--- config.mk ---
export PLATFORM = sky130hd
export DESIGN_NAME = jbhe_queue
export DESIGN_NICKNAME = d
export VERILOG_FILES = /design/src/hdl/jbhe_pkg.sv /design/src/hdl/jbhe_queue.sv
export SDC_FILE = /design/constraint.sdc
export NUM_CORES = 1
export LEC_CHECK = 0
export BUFFER_PORTS_ARGS = -buffer_cell sky130_fd_sc_hd__buf_2
export CAP_MARGIN = 20
export CORE_UTILIZATION = 55
export DETAILED_ROUTE_END_ITERATION = 8
export PLACE_DENSITY = 0.77
export SYNTH_ARGS = -nofsm -noshare
export SYNTH_HDL_FRONTEND = slang
export SYNTH_SLANG_ARGS = --single-unit
--- constraint.sdc ---
create_clock -name clk -period 3.8 [get_ports clk]
set_clock_uncertainty 0.1 [all_clocks]
set_input_delay 0.38 -clock clk [delete_from_list [all_inputs] [get_ports clk]]
set_output_delay 0.38 -clock clk [all_outputs]
set_load 0.02 [all_outputs]
--- src/hdl/jbhe_pkg.sv ---
// shared types, constants and helper functions of the block huffman encoder
// no dependencies; used by every module of the encoder except jbhe_ram
`timescale 1ns / 1ps

package jbhe_pkg;

	// item kinds carried in s_tuser
	typedef enum logic [1:0] {
		OP_LOAD_DC = 2'd0,
		OP_LOAD_AC = 2'd1,
		OP_COEF    = 2'd2,
		OP_FLUSH   = 2'd3
	} opcode_t;

	// front sequencer states
	typedef enum logic [2:0] {
		F_IDLE,
		F_DC_CODE,
		F_AC_CODE,
		F_VAL,
		F_FLUSH
	} front_state_t;

	// byte packer states
	typedef enum logic [1:0] {
		B_LOAD,
		B_DRAIN,
		B_STUFF
	} back_state_t;

	// one bit chunk handed from the front to the packer
	typedef struct packed {
		logic [15:0] bits;
		logic [4:0]  len;
		logic        flush;
		logic        eoi;
	} chunk_t;

	localparam int ChunkWidth = $bits(chunk_t);
	localparam int QUEUE_DEPTH = 4;
	localparam int AcDepth = 256;
	localparam int DcDepth = 16;
	localparam int AcWidth = 21;

	localparam logic [7:0] ZRL_SYM    = 8'd240;
	localparam logic [7:0] EOB_SYM    = 8'd0;
	localparam logic [5:0] LAST_POS   = 6'd63;
	localparam logic [4:0] MAX_LEN    = 5'd16;
	localparam logic [7:0] STUFF_BYTE = 8'hff;

	// bit length of a magnitude
	function automatic logic [3:0] category(input logic [11:0] mag);
		logic [3:0] s;
		s = 4'd0;
		for (int i = 0; i < 12; i++) begin
			if (mag[i])
				s = 4'(i + 1);
		end
		return s;
	endfunction

	// keep the low len bits of a code
	function automatic logic [15:0] code_mask(input logic [15:0] code, input logic [4:0] len);
		logic [16:0] m;
		m = ~(17'h1ffff << len);
		return code & m[15:0];
	endfunction

endpackage

--- src/hdl/jbhe_queue.sv ---
// short chunk queue between the coefficient front and the byte packer
// depends on jbhe_pkg
`timescale 1ns / 1ps

module jbhe_queue #(
	parameter int DEPTH = 4
) (
	input  logic            clk,
	input  logic            arst_n,
	input  logic            push,
	input  jbhe_pkg::chunk_t wr_chunk,
	output logic            full,
	input  logic            pop,
	output jbhe_pkg::chunk_t rd_chunk,
	output logic            empty
);
	import jbhe_pkg::*;

	localparam int PW = (DEPTH > 1) ? $clog2(DEPTH) : 1;
	localparam int CW = $clog2(DEPTH + 1);

	chunk_t          slot_q [DEPTH];
	logic [PW-1:0]   wr_ptr_q;
	logic [PW-1:0]   rd_ptr_q;
	logic [CW-1:0]   count_q;

	assign full     = (count_q == CW'(DEPTH));
	assign empty    = (count_q == '0);
	assign rd_chunk = slot_q[rd_ptr_q];

	// storage
	always_ff @(posedge clk) begin
		if (push)
			slot_q[wr_ptr_q] <= wr_chunk;
	end

	// pointers and fill count
	always_ff @(posedge clk or negedge arst_n) begin
		if (!arst_n) begin
			wr_ptr_q <= '0;
			rd_ptr_q <= '0;
			count_q  <= '0;
		end else begin
			if (push)
				wr_ptr_q <= (wr_ptr_q == PW'(DEPTH - 1)) ? '0 : wr_ptr_q + 1'b1;
			if (pop)
				rd_ptr_q <= (rd_ptr_q == PW'(DEPTH - 1)) ? '0 : rd_ptr_q + 1'b1;
			if (push && !pop)
				count_q <= count_q + 1'b1;
			else if (pop && !push)
				count_q <= count_q - 1'b1;
		end
	end

endmodule

==> flow_summary_export.csv <==
group,metric,value,unit
die,io-pin-count,52,
synth,ys_types,20,
detailed_routing,post-route-drc-count,3,
cts,cts_made_buffers,9,
global_routing,grt_max_degree,27,
cells_and_area,num-fill-cells,411,
critical_path,critPathKind,"reg -> out",
critical_path,end_kind,"output port",
global_routing,grt_usage,18.3,%
global_routing,grt_pass1_wl,9380,µm
placed_design,numPortBuffers,51,
die,die_w,84.9,µm
pwr,p_comb_share,29.2,%
timing,fmax,385,MHz
pwr,pwr-share-clk,21.0,%
pwr,p_int,0.00222,W
min_path,holdPathEnd,"slot_q[2][18]",
pwr,switching_share,30.7,%
critical_path,startpoint_type,"flip-flop",
cells_and_area,final_util,67.1,%
critical_path,arrival,2.12,ns
pwr,sequentialPowerShare,49.8,%
synth,ys_warn_count,0,
critical_path,r2r_start,"rd_ptr_q[1]",
min_path,hp-start,"wr_chunk[18]",
die,die_h,84.9,µm
synth,syn-num-nets,192,
global_routing,grt_pass1_vias,1846,
die,core-area,6490,µm²
synth,ys_ff_latch,99,
placed_design,dpl_worst_slack,1.55,ns
detailed_routing,totalWireLength,6120,µm
critical_path,rr_endpoint,"rd_ptr_q[1]",
timing,tightest_slew,1.10,ns
detailed_routing,num_vias,1729,
detailed_routing,wl_met2,3200,µm
cts,clockBufferDepth,2,
timing,rsz0062_at_grt,"false",
die,initial_core_util,58.2,%
pwr,p_switching,0.000984,W
synth,syn-cell-area,3780,µm²
critical_path,worst_r2r_path_depth,2,
pwr,power.density,737,nW/µm²
synth,synthCells,158,
min_path,whs_path_depth,1,
timing,finalCriticalPeriod,2.60,ns
run,cap_viol_max_count,0,
synth,avgSynthCellArea,23.9,µm²
cts,clk_latency,0.35,ns
global_routing,overflow,0,
status,status,"complete, but fails checks",
critical_path,path_cells,"mux4_1 > buf_2",
status,violations,"DRC",
timing,setup_slack,1.20,ns
cts,clock_sinks,99,
synth,ys_seq_area_share,77.7,%
pwr,vdd_drop_max,0.610,mV
critical_path,path_max_fanout,26,
timing,relSlewSlack,26.4,%
detailed_routing,highest_layer,"met4",
placed_design,routabilityCongestion,0.676,
cells_and_area,area_delta_synth_final,15.3,%
detailed_routing,wire_per_inst,20.5,µm
cells_and_area,diodes,0,
timing,finalMaxSlewViolations,0,
cts,cts_tree,"done",
cts,htreeDepth,3,
critical_path,cpMaxStageDelayCell,"dfrtp_2",
die,die_area,7210,µm²
cts,clock-root-buffer,"clkbuf_8",
timing,final_min_period_over_clock_period,68.4,%
placed_design,dpl.hpwl,3820,µm
critical_path,max_stage_delay,0.92,ns
timing,hold_viol,0,
detailed_routing,viasPerCell,5.78,
timing,fin_tns_setup,0,ns
detailed_routing,ant_nets,0,
critical_path,rrSetupSlack,1.84,ns
cts,path_clk_slew,0.08,ns
timing,setup_viol,0,
cells_and_area,final_nets,253,
detailed_routing,wl_met3,257,µm
pwr,leakagePower,1.55,nW
detailed_routing,dr.pass1.iters,8,
detailed_routing,drt_iter0_drc,71,
die,rows,29,
min_path,hp-class,"in -> reg",
detailed_routing,met1Wirelength,2550,µm
cells_and_area,drive_gt1_share,39.6,%
critical_path,crit_required,3.32,ns
global_routing,antenna_found_initial,0,
-- flip-flops by register name, indices dropped and copies added, names as in the netlist --
signal / cells
slot_q: 92
count_q: 3
rd_ptr_q: 2
wr_ptr_q: 2
-- layer usage --
layer | global-route usage, % | vias to the layer above
li1 | - | 771
met1 | 22.4 | 894
met2 | 31.6 | 55
met3 | 4.38 | 9
met4 | 8.01 | 0
met5 | 0 | -
-- cell families (layout without fill, tap and decap cells) --
| kind of cell | after synthesis | after routing | synth area share (%) |
|---|---|---|---|
| xor+xnor | 3 | 3 | 0.695 |
| simple gates | 10 | 10 | 1.42 |
| buf+inv | 11 | 75 | 2.25 |
| fa+ha+maj | 7 | 7 | 2.52 |
| compound gates | 2 | 2 | 0.265 |
| mux | 26 | 26 | 15.1 |
| flops | 99 | 99 | 77.7 |
-- per-stage QoR --
stage / hold slack (ns) / cell area [µm²] / total power [W] / instances
floorplan: -0.0156 / 3780 / 0.00229 / 158
global placement: 0.112 / 4070 / 0.00248 / 280
detailed placement: 0.127 / 4070 / 0.00254 / 280
CTS: 0.128 / 4270 / 0.00320 / 295
global route: 0.124 / 4360 / 0.00335 / 299
finish: 0.139 / 4360 / 0.00321 / 299
-- worst max path at each step --
stage	to	slack [ns]	startpoint
final	rd_chunk[15]	1.20	rd_ptr_q[0]
after global routing	rd_chunk[15]	1.09	rd_ptr_q[0]
after CTS	rd_chunk[15]	1.15	rd_ptr_q[0]
after detailed placement	rd_chunk[15]	1.55	rd_ptr_q[0]
after global placement	rd_chunk[14]	1.59	rd_ptr_q[0]
after floorplan	slot_q[2][0]	2.11	wr_ptr_q[0]
-- cell type report --
class                           instances  area [µm²]  area share, %
Clock buffer                           10         128           2.93
Clock inverter                          4        67.6           1.55
Inverter                                5        18.8          0.431
Multi-Input combinational cell         48         756           17.4
Sequential cell                        99        2940           67.5
Tap cell                               77        96.3           2.21
Timing Repair Buffer                   56         350           8.04
-- placed cells by master (no fill, tap or decap) --
cell,n
xor2_1,2
bufinv_16,2
and2_1,4
mux4_1,5
ha_1,6
nor2_1,2
dlygate4sd3_1,1
clkbuf_1,1
nand2_1,1
mux2_2,3
dfrtp_2,1
buf_2,51
clkbuf_8,9
edfxtp_1,92
nor3_1,1
xnor2_1,1
buf_8,2
mux4_2,18
o21ai_0,2
clkinv_1,2
inv_1,5
dfrtp_1,6
nand3_1,1
fa_1,1
buf_16,2
nor3b_1,1
-- worst max-delay path: cells and delay by family, from the launching register on --
| family | cells | cell delay, ns |
|---|---|---|
| multiplexers | 1 | 0.66 |
| buffers and inverters | 1 | 0.18 |
| flip-flops | 1 | 0.92 |
-- timing repair --
action,CTS,global route
endpoints found under the hold margin,7,0
hold buffers,1,0
buffers inserted,0,0
gates resized for setup,0,0
-- Yosys cell counts --
cell      count  area, µm²
edfxtp_1     92       2760
mux4_2       18        405
dfrtp_1       7        175
ha_1          6       75.1
inv_1         5       18.8
mux4_1        5        131
and2_1        4       25.0
buf_2         3       15.0
mux2_2        3       33.8
buf_12        2       40.0
nor2_1        2       7.51
o21ai_0       2       10.0
xor2_1        2       17.5
buf_6         1       11.3
fa_1          1       20.0
nand2_1       1       3.75
nand3_1       1       5.00
nor3_1        1       5.00
nor3b_1       1       7.51
xnor2_1       1       8.76
-- power groups by stage --
stage	Combinational [W]	Clock, W	Sequential (W)
final	0.000938	0.000672	0.00160
after global routing	0.000999	0.000725	0.00163
after CTS	0.000908	0.000684	0.00161
after detailed placement	0.000904	0	0.00163
after global placement	0.000874	0	0.00161
after floorplan	0.000810	0	0.00148
No activity file was read; power rests on OpenSTA's default activity.
