[config.mk]
export PLATFORM = sky130hd
export DESIGN_NAME = jbhe_back
export DESIGN_NICKNAME = d
export VERILOG_FILES = /design/src/hdl/jbhe_pkg.sv /design/src/hdl/jbhe_back.sv
export SDC_FILE = /design/constraint.sdc
export NUM_CORES = 1
export LEC_CHECK = 0
export CELL_PAD_IN_SITES_DETAIL_PLACEMENT = 0
export CELL_PAD_IN_SITES_GLOBAL_PLACEMENT = 1
export CORE_MARGIN = 2
export CORE_UTILIZATION = 31
export DETAILED_ROUTE_END_ITERATION = 8
export DONT_BUFFER_PORTS = 1
export HOLD_SLACK_MARGIN = 0.08
export PLACE_DENSITY = 0.56
export SYNTH_ARGS = -nofsm -noshare
export SYNTH_HDL_FRONTEND = slang
export SYNTH_SLANG_ARGS = --single-unit
[constraint.sdc]
create_clock -name clk -period 4.2 [get_ports clk]
set_clock_uncertainty 0.1 [all_clocks]
set_input_delay 0.84 -clock clk [delete_from_list [all_inputs] [get_ports clk]]
set_output_delay 0.84 -clock clk [all_outputs]
set_load 0.05 [all_outputs]
[src/hdl/jbhe_pkg.sv]
// shared types, constants and helper functions of the block huffman encoder
// no dependencies; used by every module of the encoder except jbhe_ram
`timescale 1ns / 1ps

package jbhe_pkg;

	// item kinds carried in s_tuser
	typedef enum logic [1:0] {
		OP_LOAD_DC = 2'd0,
		OP_LOAD_AC = 2'd1,
		OP_COEF    = 2'd2,
		OP_FLUSH   = 2'd3
	} opcode_t;

	// front sequencer states
	typedef enum logic [2:0] {
		F_IDLE,
		F_DC_CODE,
		F_AC_CODE,
		F_VAL,
		F_FLUSH
	} front_state_t;

	// byte packer states
	typedef enum logic [1:0] {
		B_LOAD,
		B_DRAIN,
		B_STUFF
	} back_state_t;

	// one bit chunk handed from the front to the packer
	typedef struct packed {
		logic [15:0] bits;
		logic [4:0]  len;
		logic        flush;
		logic        eoi;
	} chunk_t;

	localparam int ChunkWidth = $bits(chunk_t);
	localparam int QUEUE_DEPTH = 4;
	localparam int AcDepth = 256;
	localparam int DcDepth = 16;
	localparam int AcWidth = 21;

	localparam logic [7:0] ZRL_SYM    = 8'd240;
	localparam logic [7:0] EOB_SYM    = 8'd0;
	localparam logic [5:0] LAST_POS   = 6'd63;
	localparam logic [4:0] MAX_LEN    = 5'd16;
	localparam logic [7:0] STUFF_BYTE = 8'hff;

	// bit length of a magnitude
	function automatic logic [3:0] category(input logic [11:0] mag);
		logic [3:0] s;
		s = 4'd0;
		for (int i = 0; i < 12; i++) begin
			if (mag[i])
				s = 4'(i + 1);
		end
		return s;
	endfunction

	// keep the low len bits of a code
	function automatic logic [15:0] code_mask(input logic [15:0] code, input logic [4:0] len);
		logic [16:0] m;
		m = ~(17'h1ffff << len);
		return code & m[15:0];
	endfunction

endpackage

[src/hdl/jbhe_back.sv]
// back part: packs bit chunks into bytes msb first, stuffs a zero after 0xff,
// pads on flush and marks the final byte of each item; depends on jbhe_pkg
`timescale 1ns / 1ps

module jbhe_back (
	input  logic             clk,
	input  logic             arst_n,
	input  logic             q_empty,
	input  jbhe_pkg::chunk_t q_head,
	output logic             q_pop,
	output logic             m_tvalid,
	input  logic             m_tready,
	output logic [7:0]       m_tdata,
	output logic             m_tlast
);
	import jbhe_pkg::*;

	back_state_t state_q, state_d;
	logic [22:0] acc_q;
	logic [4:0]  cnt_q;
	logic        eoi_q;
	logic [7:0]  hold_q;
	logic        hold_v_q;
	logic        m_tvalid_q;
	logic [7:0]  m_tdata_q;
	logic        m_tlast_q;

	logic        out_free;
	logic [22:0] shifted;
	logic [7:0]  top_byte;
	logic        emit;
	logic [7:0]  emit_byte;
	logic        out_push;
	logic        out_last;
	logic [22:0] acc_load;
	logic [4:0]  cnt_load;

	assign out_free = !m_tvalid_q || m_tready;
	assign shifted  = acc_q >> (cnt_q - 5'd8);
	assign top_byte = shifted[7:0];

	// accumulator after taking the head chunk
	always_comb begin
		if (q_head.flush) begin
			acc_load = (cnt_q != '0) ? (acc_q << (5'd8 - cnt_q)) : acc_q;
			cnt_load = (cnt_q != '0) ? 5'd8 : 5'd0;
		end else begin
			acc_load = (acc_q << q_head.len) | {7'd0, q_head.bits};
			cnt_load = cnt_q + q_head.len;
		end
	end

	// next state
	always_comb begin
		state_d = state_q;
		case (state_q)
			B_LOAD: begin
				if (!q_empty)
					state_d = B_DRAIN;
			end
			B_DRAIN: begin
				if (cnt_q >= 5'd8) begin
					if ((!hold_v_q || out_free) && top_byte == STUFF_BYTE)
						state_d = B_STUFF;
				end else if (!eoi_q || !hold_v_q || out_free) begin
					state_d = B_LOAD;
				end
			end
			B_STUFF: begin
				if (!hold_v_q || out_free)
					state_d = B_DRAIN;
			end
			default: state_d = B_LOAD;
		endcase
	end

	// byte production and output pushes
	always_comb begin
		q_pop     = 1'b0;
		emit      = 1'b0;
		emit_byte = top_byte;
		out_push  = 1'b0;
		out_last  = 1'b0;
		case (state_q)
			B_LOAD: q_pop = !q_empty;
			B_DRAIN: begin
				if (cnt_q >= 5'd8) begin
					emit     = !hold_v_q || out_free;
					out_push = emit && hold_v_q;
				end else if (eoi_q && hold_v_q && out_free) begin
					out_push = 1'b1;
					out_last = 1'b1;
				end
			end
			B_STUFF: begin
				emit      = !hold_v_q || out_free;
				emit_byte = 8'd0;
				out_push  = emit && hold_v_q;
			end
			default: q_pop = 1'b0;
		endcase
	end

	// packer state and output register control
	always_ff @(posedge clk or negedge arst_n) begin
		if (!arst_n) begin
			state_q    <= B_LOAD;
			cnt_q      <= '0;
			eoi_q      <= 1'b0;
			hold_v_q   <= 1'b0;
			m_tvalid_q <= 1'b0;
		end else begin
			state_q <= state_d;
			if (q_pop) begin
				cnt_q <= cnt_load;
				eoi_q <= q_head.eoi;
			end else if (emit && state_q == B_DRAIN) begin
				cnt_q <= cnt_q - 5'd8;
			end
			if (emit)
				hold_v_q <= 1'b1;
			else if (out_push && out_last)
				hold_v_q <= 1'b0;
			if (out_push)
				m_tvalid_q <= 1'b1;
			else if (m_tready)
				m_tvalid_q <= 1'b0;
		end
	end

	// payload registers
	always_ff @(posedge clk) begin
		if (q_pop)
			acc_q <= acc_load;
		if (emit)
			hold_q <= emit_byte;
		if (out_push) begin
			m_tdata_q <= hold_q;
			m_tlast_q <= out_last;
		end
	end

	assign m_tvalid = m_tvalid_q;
	assign m_tdata  = m_tdata_q;
	assign m_tlast  = m_tlast_q;

endmodule
==> impl_metrics.ini, run 1 <==
[floorplanning]
pin_count = 38
coreArea_um2 = 17400
die_x_um = 138
start_util = 0.319
rows = 48
die_h_um = 138
dieArea_um2 = 19000

[critical_path]
crit_cells = 8
worstSetupEndpoint = state_q[0]
crit_family = adder cells
rrSetupSlack_ns = 0.83
max_stage_delay_ns = 0.77
critPathMaxFanout = 18
critical_path.cell_chain = clkinv_1, ha_1, nor3b_1, a22oi_1, o211ai_1, nand4_1, o21ai_2, mux2i_1
worst_setup_path_end_kind = register
r2r_cells = 8
crit_slowest_cell = ha_1
cp-startpoint = cnt_q[3]
crit_arrival_ns = 3.50
critPathKind = reg2reg
critPathBufInv = 1
worstReg2RegStart = cnt_q[3]
cp.required_ns = 4.33
critPathLaunchType = register
r2r-end = state_q[0]

[global_routing]
overflow = 0
grt.met3_usage = 0.0380
met1_usage = 0.271
grt_pass1_vias = 4454
antenna_found_initial = 0
grt_use_met2 = 0.327
grt_pass1_wl_um = 27900
grt_start_max_net_pins = 59
grt.busiest_layer = met2
grtUsageTotal = 0.198

[placement]
place_ws_ns = 0.910
placed_area_um2 = 5580
place_inst = 732
io_buffer_count = 0
hpwlAfterDp_um = 12900
gp_congestion = 0.895

[yosys]
synth_warnings = 0
synth.distinct_cells = 72
synth_area_um2 = 5560
avgSynthCellArea_um2 = 9.98
ys_ff_latch = 50
synth.area.mux_share = 0.316
synthAdderAreaFrac = 0.0261
ys_seq_area_frac = 0.261
async_flop_share = 0.200
synth-compound-area-share = 0.177
synthXorXnorAreaFrac = 0.0126
ys.flop_type = edfxtp_1
syn_inst = 557
synth_top_family_by_area = multiplexers
synth-simple-area-share = 0.137
synth_enable_flop_cells = 40
synth_fp_nets = 595

[sta]
finalHoldViolCount = 0
setup_viol = 0
worst_slack_ns = 0.832
fin_tns_setup_ns = 0
period_share = 0.802
rsz0062_at_grt = false
slew_viol_final = 0
max-slew-margin-rel = 0.368
fmax_mhz = 297
fin_crit_ns = 3.37
tightest_slew_ns = 0.947

[final_layout]
final_common_cell = nand2_1
fin_cells = 740
diodes = 0
multi_input_area_um2 = 3730
final_area_um2 = 5730
fin_nets = 552
area_delta_synth_final_pct = 3.13
final_cell_mix = 50 x nand2_1, 49 x nor2_1, 46 x mux4_2, 43 x a21oi_1, 40 x edfxtp_1
nFillCells = 1816
drive_above_1_share = 0.181
register_area_um2 = 1450

[cts]
h-tree-depth = 2
clkSlewWorstSetupHoldPaths_ns = 0.07
ctsHoldBuffers = 0
cts_tree = built
ctsResizeCount = 0
root_buffer = clkbuf_16
cts_inserted_buffers = 5
clk_path_buf_depth = 2
post-cts-setup-buffers = 0
cts.sinks = 50
clkLatencyLatePin_ns = 0.31

[worst_hold_path]
hold_class = in2async

[routing]
drt_first_pass_iters = 5
final_antenna_net_count = 0
vias = 4632
vias_per_cell = 6.26
drc = 0
wire_per_inst_um = 24.8
drt-initial-drc-count = 559
wl_um = 18300

[job]
maxCapViolations = 0

[status]
outcome = completed

[power]
p_leak_uw = 0.00203
peakVddDrop_mv = 0.371
p_per_area_nw_per_um2 = 993
[final cells by class]
type / instances / share of cell area
multi-input combinational: 434 / 0.651
tap: 225 / 0.0491
clock inverter: 3 / 0.00371
inverter: 14 / 0.00917
sequential: 50 / 0.253
clock buffer: 5 / 0.0218
timing repair buffer: 9 / 0.0118
[layer usage]
metal  share of wire  vias up
met1            0.42     2341
met2            0.49      197
met4           0.017        0
met5               0        -
met3           0.065       25
li1                -     2069
[sequential cells by signal, indices dropped and copies added (netlist names)]
register,flops
hold_q,8
m_tlast,1
m_tdata,8
acc_q,23
hold_v_q,1
eoi_q,1
m_tvalid,1
cnt_q,5
state_q,2
[how the worst min path moves through the flow]
stage | end | slack, ns | cells past startpoint
global placement | m_tdata[0] | 0.30 | 0
global route | cnt_q[1] | 0.11 | 0
finish | cnt_q[1] | 0.12 | 0
floorplan | m_tdata[0] | 0.30 | 0
CTS | cnt_q[1] | 0.11 | 0
detailed placement | m_tdata[2] | 0.30 | 0
[power breakdown]
group | total, µW | internal, µW | switching, µW | leakage [µW]
clock | 425 | 221 | 204 | 0.0000698
combinational | 3880 | 1710 | 2170 | 0.00146
sequential | 1380 | 854 | 531 | 0.000499
total | 5690 | 2780 | 2910 | 0.00203
[stage by stage]
stage / hold slack [ns] / power, µW / util
2_1_floorplan: 0.300 / 4290 / -
3_3_place_gp: 0.300 / 5190 / 0.321
3_5_place_dp: 0.305 / 5210 / 0.321
4_1_cts: 0.115 / 5660 / 0.329
5_1_grt: 0.112 / 6080 / 0.329
6_report: 0.122 / 5690 / 0.329
[Yosys cell counts (all sizes together), types with 5 or more instances]
cell type,number,share of area
nand3,11,0.0099
nor2b,11,0.012
nor3,6,0.0063
clkbuf,34,0.023
o22ai,14,0.016
xnor2,5,0.0079
a22oi,8,0.011
nand2b,6,0.0068
nor2,49,0.033
mux4,51,0.21
a21oi,44,0.040
mux2i,37,0.067
a21o,5,0.0070
o211ai,7,0.010
mux2,19,0.039
o21ai,26,0.025
nand4,5,0.0056
ha,10,0.023
and3,5,0.0056
dfrtp,10,0.045
inv,12,0.0081
nand2,50,0.034
buf,23,0.035
edfxtp,40,0.22
[cells by family after synthesis]
group	Yosys count
AND/OR/NAND/NOR	160
multiplexers	107
buffers and inverters	73
AO/OA/AOI/OAI	148
XOR/XNOR	8
flip-flops	50
adder cells (fa/ha/maj)	11
Power figures use the tool's default switching activity.
==> inputs of run 2 (changes only) <==
--- a/config.mk
+++ b/config.mk
@@ -5,6 +5,7 @@
 export SDC_FILE = /design/constraint.sdc
 export NUM_CORES = 1
 export LEC_CHECK = 0
+export ABC_AREA = 1
 export CELL_PAD_IN_SITES_DETAIL_PLACEMENT = 0
 export CELL_PAD_IN_SITES_GLOBAL_PLACEMENT = 1
 export CORE_MARGIN = 2
@@ -12,7 +13,7 @@
 export DETAILED_ROUTE_END_ITERATION = 8
 export DONT_BUFFER_PORTS = 1
 export HOLD_SLACK_MARGIN = 0.08
-export PLACE_DENSITY = 0.56
+export PLACE_DENSITY = 0.6
 export SYNTH_ARGS = -nofsm -noshare
 export SYNTH_HDL_FRONTEND = slang
 export SYNTH_SLANG_ARGS = --single-unit
==> constraint.sdc (replaced) <==
create_clock -name clk -period 3.1 [get_ports clk]
set_clock_uncertainty 0.1 [all_clocks]
set_input_delay 0.62 -clock clk [delete_from_list [all_inputs] [get_ports clk]]
set_output_delay 0.62 -clock clk [all_outputs]
set_load 0.05 [all_outputs]
==> run 2 against run 1 <==
Effect of this change:
- critical path depth grew 6
- total power grew 18%
- register-to-register slack lost 0.46 ns
- worst setup slack lost 0.46 ns
- cell area shrank 6.0%
- die area shrank 10%
- global-route usage grew 3.0 points
- non-clock buffer count grew 12
- fmax grew 23%
- via count grew 17%
- sequential cell count is the same
- highest routed layer is now met5
==> impl_metrics.ini, run 2 <==
[yosys]
ys_ff_latch = 50
yosysTopAreaCellShare = 0.241
yosysTopAreaCell = edfxtp_1
synth_area_um2 = 4990
synth_warnings = 0
async_flop_share = 0.200
synth_fp_nets = 826
ys.flop_type = edfxtp_1
avgSynthCellArea_um2 = 6.33
synth_enable_flop_cells = 40
syn_inst = 788
synth.distinct_cells = 48
synth_area_leaders = edfxtp_1 24%, nand2_1 20%, nand3_1 11%, o21ai_0 10%, dfrtp_1 5.0%
ys_seq_area_frac = 0.291
synth_commonest_cells = 270 x nand2_1, 107 x nand3_1, 101 x o21ai_0, 51 x inv_1, 40 x edfxtp_1
synth.most_common_cell = nand2_1

[job]
maxCapViolations = 0

[floorplanning]
rows = 46
die_x_um = 131
start_util = 0.315
coreArea_um2 = 15800
pin_count = 38
dieArea_um2 = 17100
die_h_um = 131

[final_layout]
nFillCells = 1763
final_common_cell = nand2_1
diodes = 0
drive_above_1_share = 0.0605
final_cell_mix = 270 x nand2_1, 107 x nand3_1, 101 x o21ai_0, 51 x inv_1, 40 x edfxtp_1
largest_register = acc_q
area_delta_synth_final_pct = 8.00
fin_nets = 814
largest_reg_flops = 23

[cts]
clkLatencyLatePin_ns = 0.31
cts_tree = built
clk_path_buf_depth = 2
h-tree-depth = 2
root_buffer = clkbuf_16
clkSlewWorstSetupHoldPaths_ns = 0.08
cts_inserted_buffers = 5
cts.sinks = 50

[sta]
fmax_mhz = 367
fin_crit_ns = 2.73
period_share = 0.880
max-slew-margin-rel = 0.620
slew_viol_final = 0
finalHoldViolCount = 0
tightest_slew_ns = 0.564
worst_slack_ns = 0.372
fin_tns_setup_ns = 0
rsz0062_at_grt = false
setup_viol = 0

[placement]
hpwlAfterDp_um = 15200
io_buffer_count = 0
place_ws_ns = 0.283
gp_congestion = 0.959

[power]
peakVddDrop_mv = 0.490
p_per_area_nw_per_um2 = 1240
p_leak_uw = 0.00234

[global_routing]
antenna_found_initial = 2
grt.met3_usage = 0.0423
met1_usage = 0.353
grt_use_met2 = 0.326
grt.busiest_layer = met1
grt_pass1_wl_um = 29600
grt_pass1_vias = 5051
grtUsageTotal = 0.228
overflow = 0
grt_start_max_net_pins = 30

[critical_path]
crit_slowest_cell = dfrtp_1
critPathMaxFanout = 11
crit_family = simple AND/OR/NAND/NOR gates
worst_setup_path_end_kind = register
worstReg2RegStart = cnt_q[3]
critPathLaunchType = register
critPathKind = reg2reg
cp-startpoint = cnt_q[3]
cp.required_ns = 3.25
crit_arrival_ns = 2.88
critical_path.cell_chain = inv_2, ha_2, inv_1, nand2_1, clkinv_1, a32oi_1, nand2_1, nand2_1, nor2_1, nand2_1, nand2_1, nand2_1, nand2_1, nand2_1
rrSetupSlack_ns = 0.37
r2r_cells = 14
worstSetupEndpoint = state_q[0]
r2r-end = state_q[0]
max_stage_delay_ns = 0.54
worst_path_most_repeated_cell = nand2_1
critPathBufInv = 3
crit_cells = 14

[routing]
final_antenna_net_count = 0
wl_um = 19100
drc = 0
vias_per_cell = 5.46
wire_per_inst_um = 19.2
drt_first_pass_iters = 5
drt-initial-drc-count = 684
vias = 5423

[worst_hold_path]
hold_class = reg2reg

[status]
outcome = completed
==> run 2: cell count changes after synthesis, sizes merged, moves of 32 or more <==
cell	delta
inv	+44
mux2i	-32
mux4	-51
nand2	+222
nand3	+97
o21ai	+79
==> run 2: cells by family after synthesis <==
kind of cell / count (synthesis) / synth area share
simple gates: 445 / 0.380
compound gates: 171 / 0.195
buf+inv: 100 / 0.0815
flops: 50 / 0.291
fa+ha+maj: 11 / 0.0291
xor+xnor: 6 / 0.0135
mux: 5 / 0.0100
==> run 2: what timing repair did <==
action                                  in CTS  in global routing
endpoints found under the setup margin       0                  2
hold buffers                                 1                  0
resized for setup                            0                  1
buffers inserted                             0                  0
hold endpoints to repair                    10                  0
==> run 2: area by class of cell <==
class / count / area [µm²] / area share
clock buffers: 5 / 125 / 0.0232
well taps: 216 / 270 / 0.0502
multi-input cells: 638 / 3140 / 0.582
clock inverters: 3 / 16.3 / 0.00302
repair buffers: 21 / 160 / 0.0297
flip-flops and latches: 50 / 1450 / 0.269
inverters: 60 / 228 / 0.0423
==> run 2: power breakdown <==
part	switching, µW	internal [µW]
combinational	3100	1410
sequential	451	1150
clock	284	296
==> run 2: worst min path at each step <==
stage / from / end / slack [ns] / depth (start not counted)
3_3_place_gp: arst_n / hold_v_q / 0.22 / 0
5_1_grt: hold_q[4] / m_tdata[4] / 0.32 / 0
6_report: hold_q[4] / m_tdata[4] / 0.32 / 0
4_1_cts: hold_q[4] / m_tdata[4] / 0.32 / 0
2_1_floorplan: arst_n / cnt_q[0] / 0.22 / 0
3_5_place_dp: arst_n / hold_v_q / 0.22 / 0
==> run 2: stage by stage <==
stage,hold slack [ns],instances,total power (µW),utilization,cell area [µm²]
after floorplan,0.224,788,4730,-,4990
after global placement,0.225,984,6070,0.331,5230
after detailed placement,0.225,984,6030,0.331,5230
after CTS,0.316,993,6630,0.340,5380
after global routing,0.322,993,7330,0.340,5390
final,0.319,993,6690,0.340,5390
==> run 2: worst register-to-register path: cells and delay by family, from the launching register on <==
kind                       cells  cell delay [ns]
DFF                            1             0.54
adders and majority gates      1             0.52
buffers and inverters          3             0.44
and+or+nand+nor                9             0.67
AOI/OAI and AO/OA              1             0.40
==> run 2: per-layer routing <==
layer,vias up,part of all wire
li1,2658,-
met1,2527,0.49
met2,216,0.42
met3,20,0.075
met4,2,0.015
met5,-,0.00068
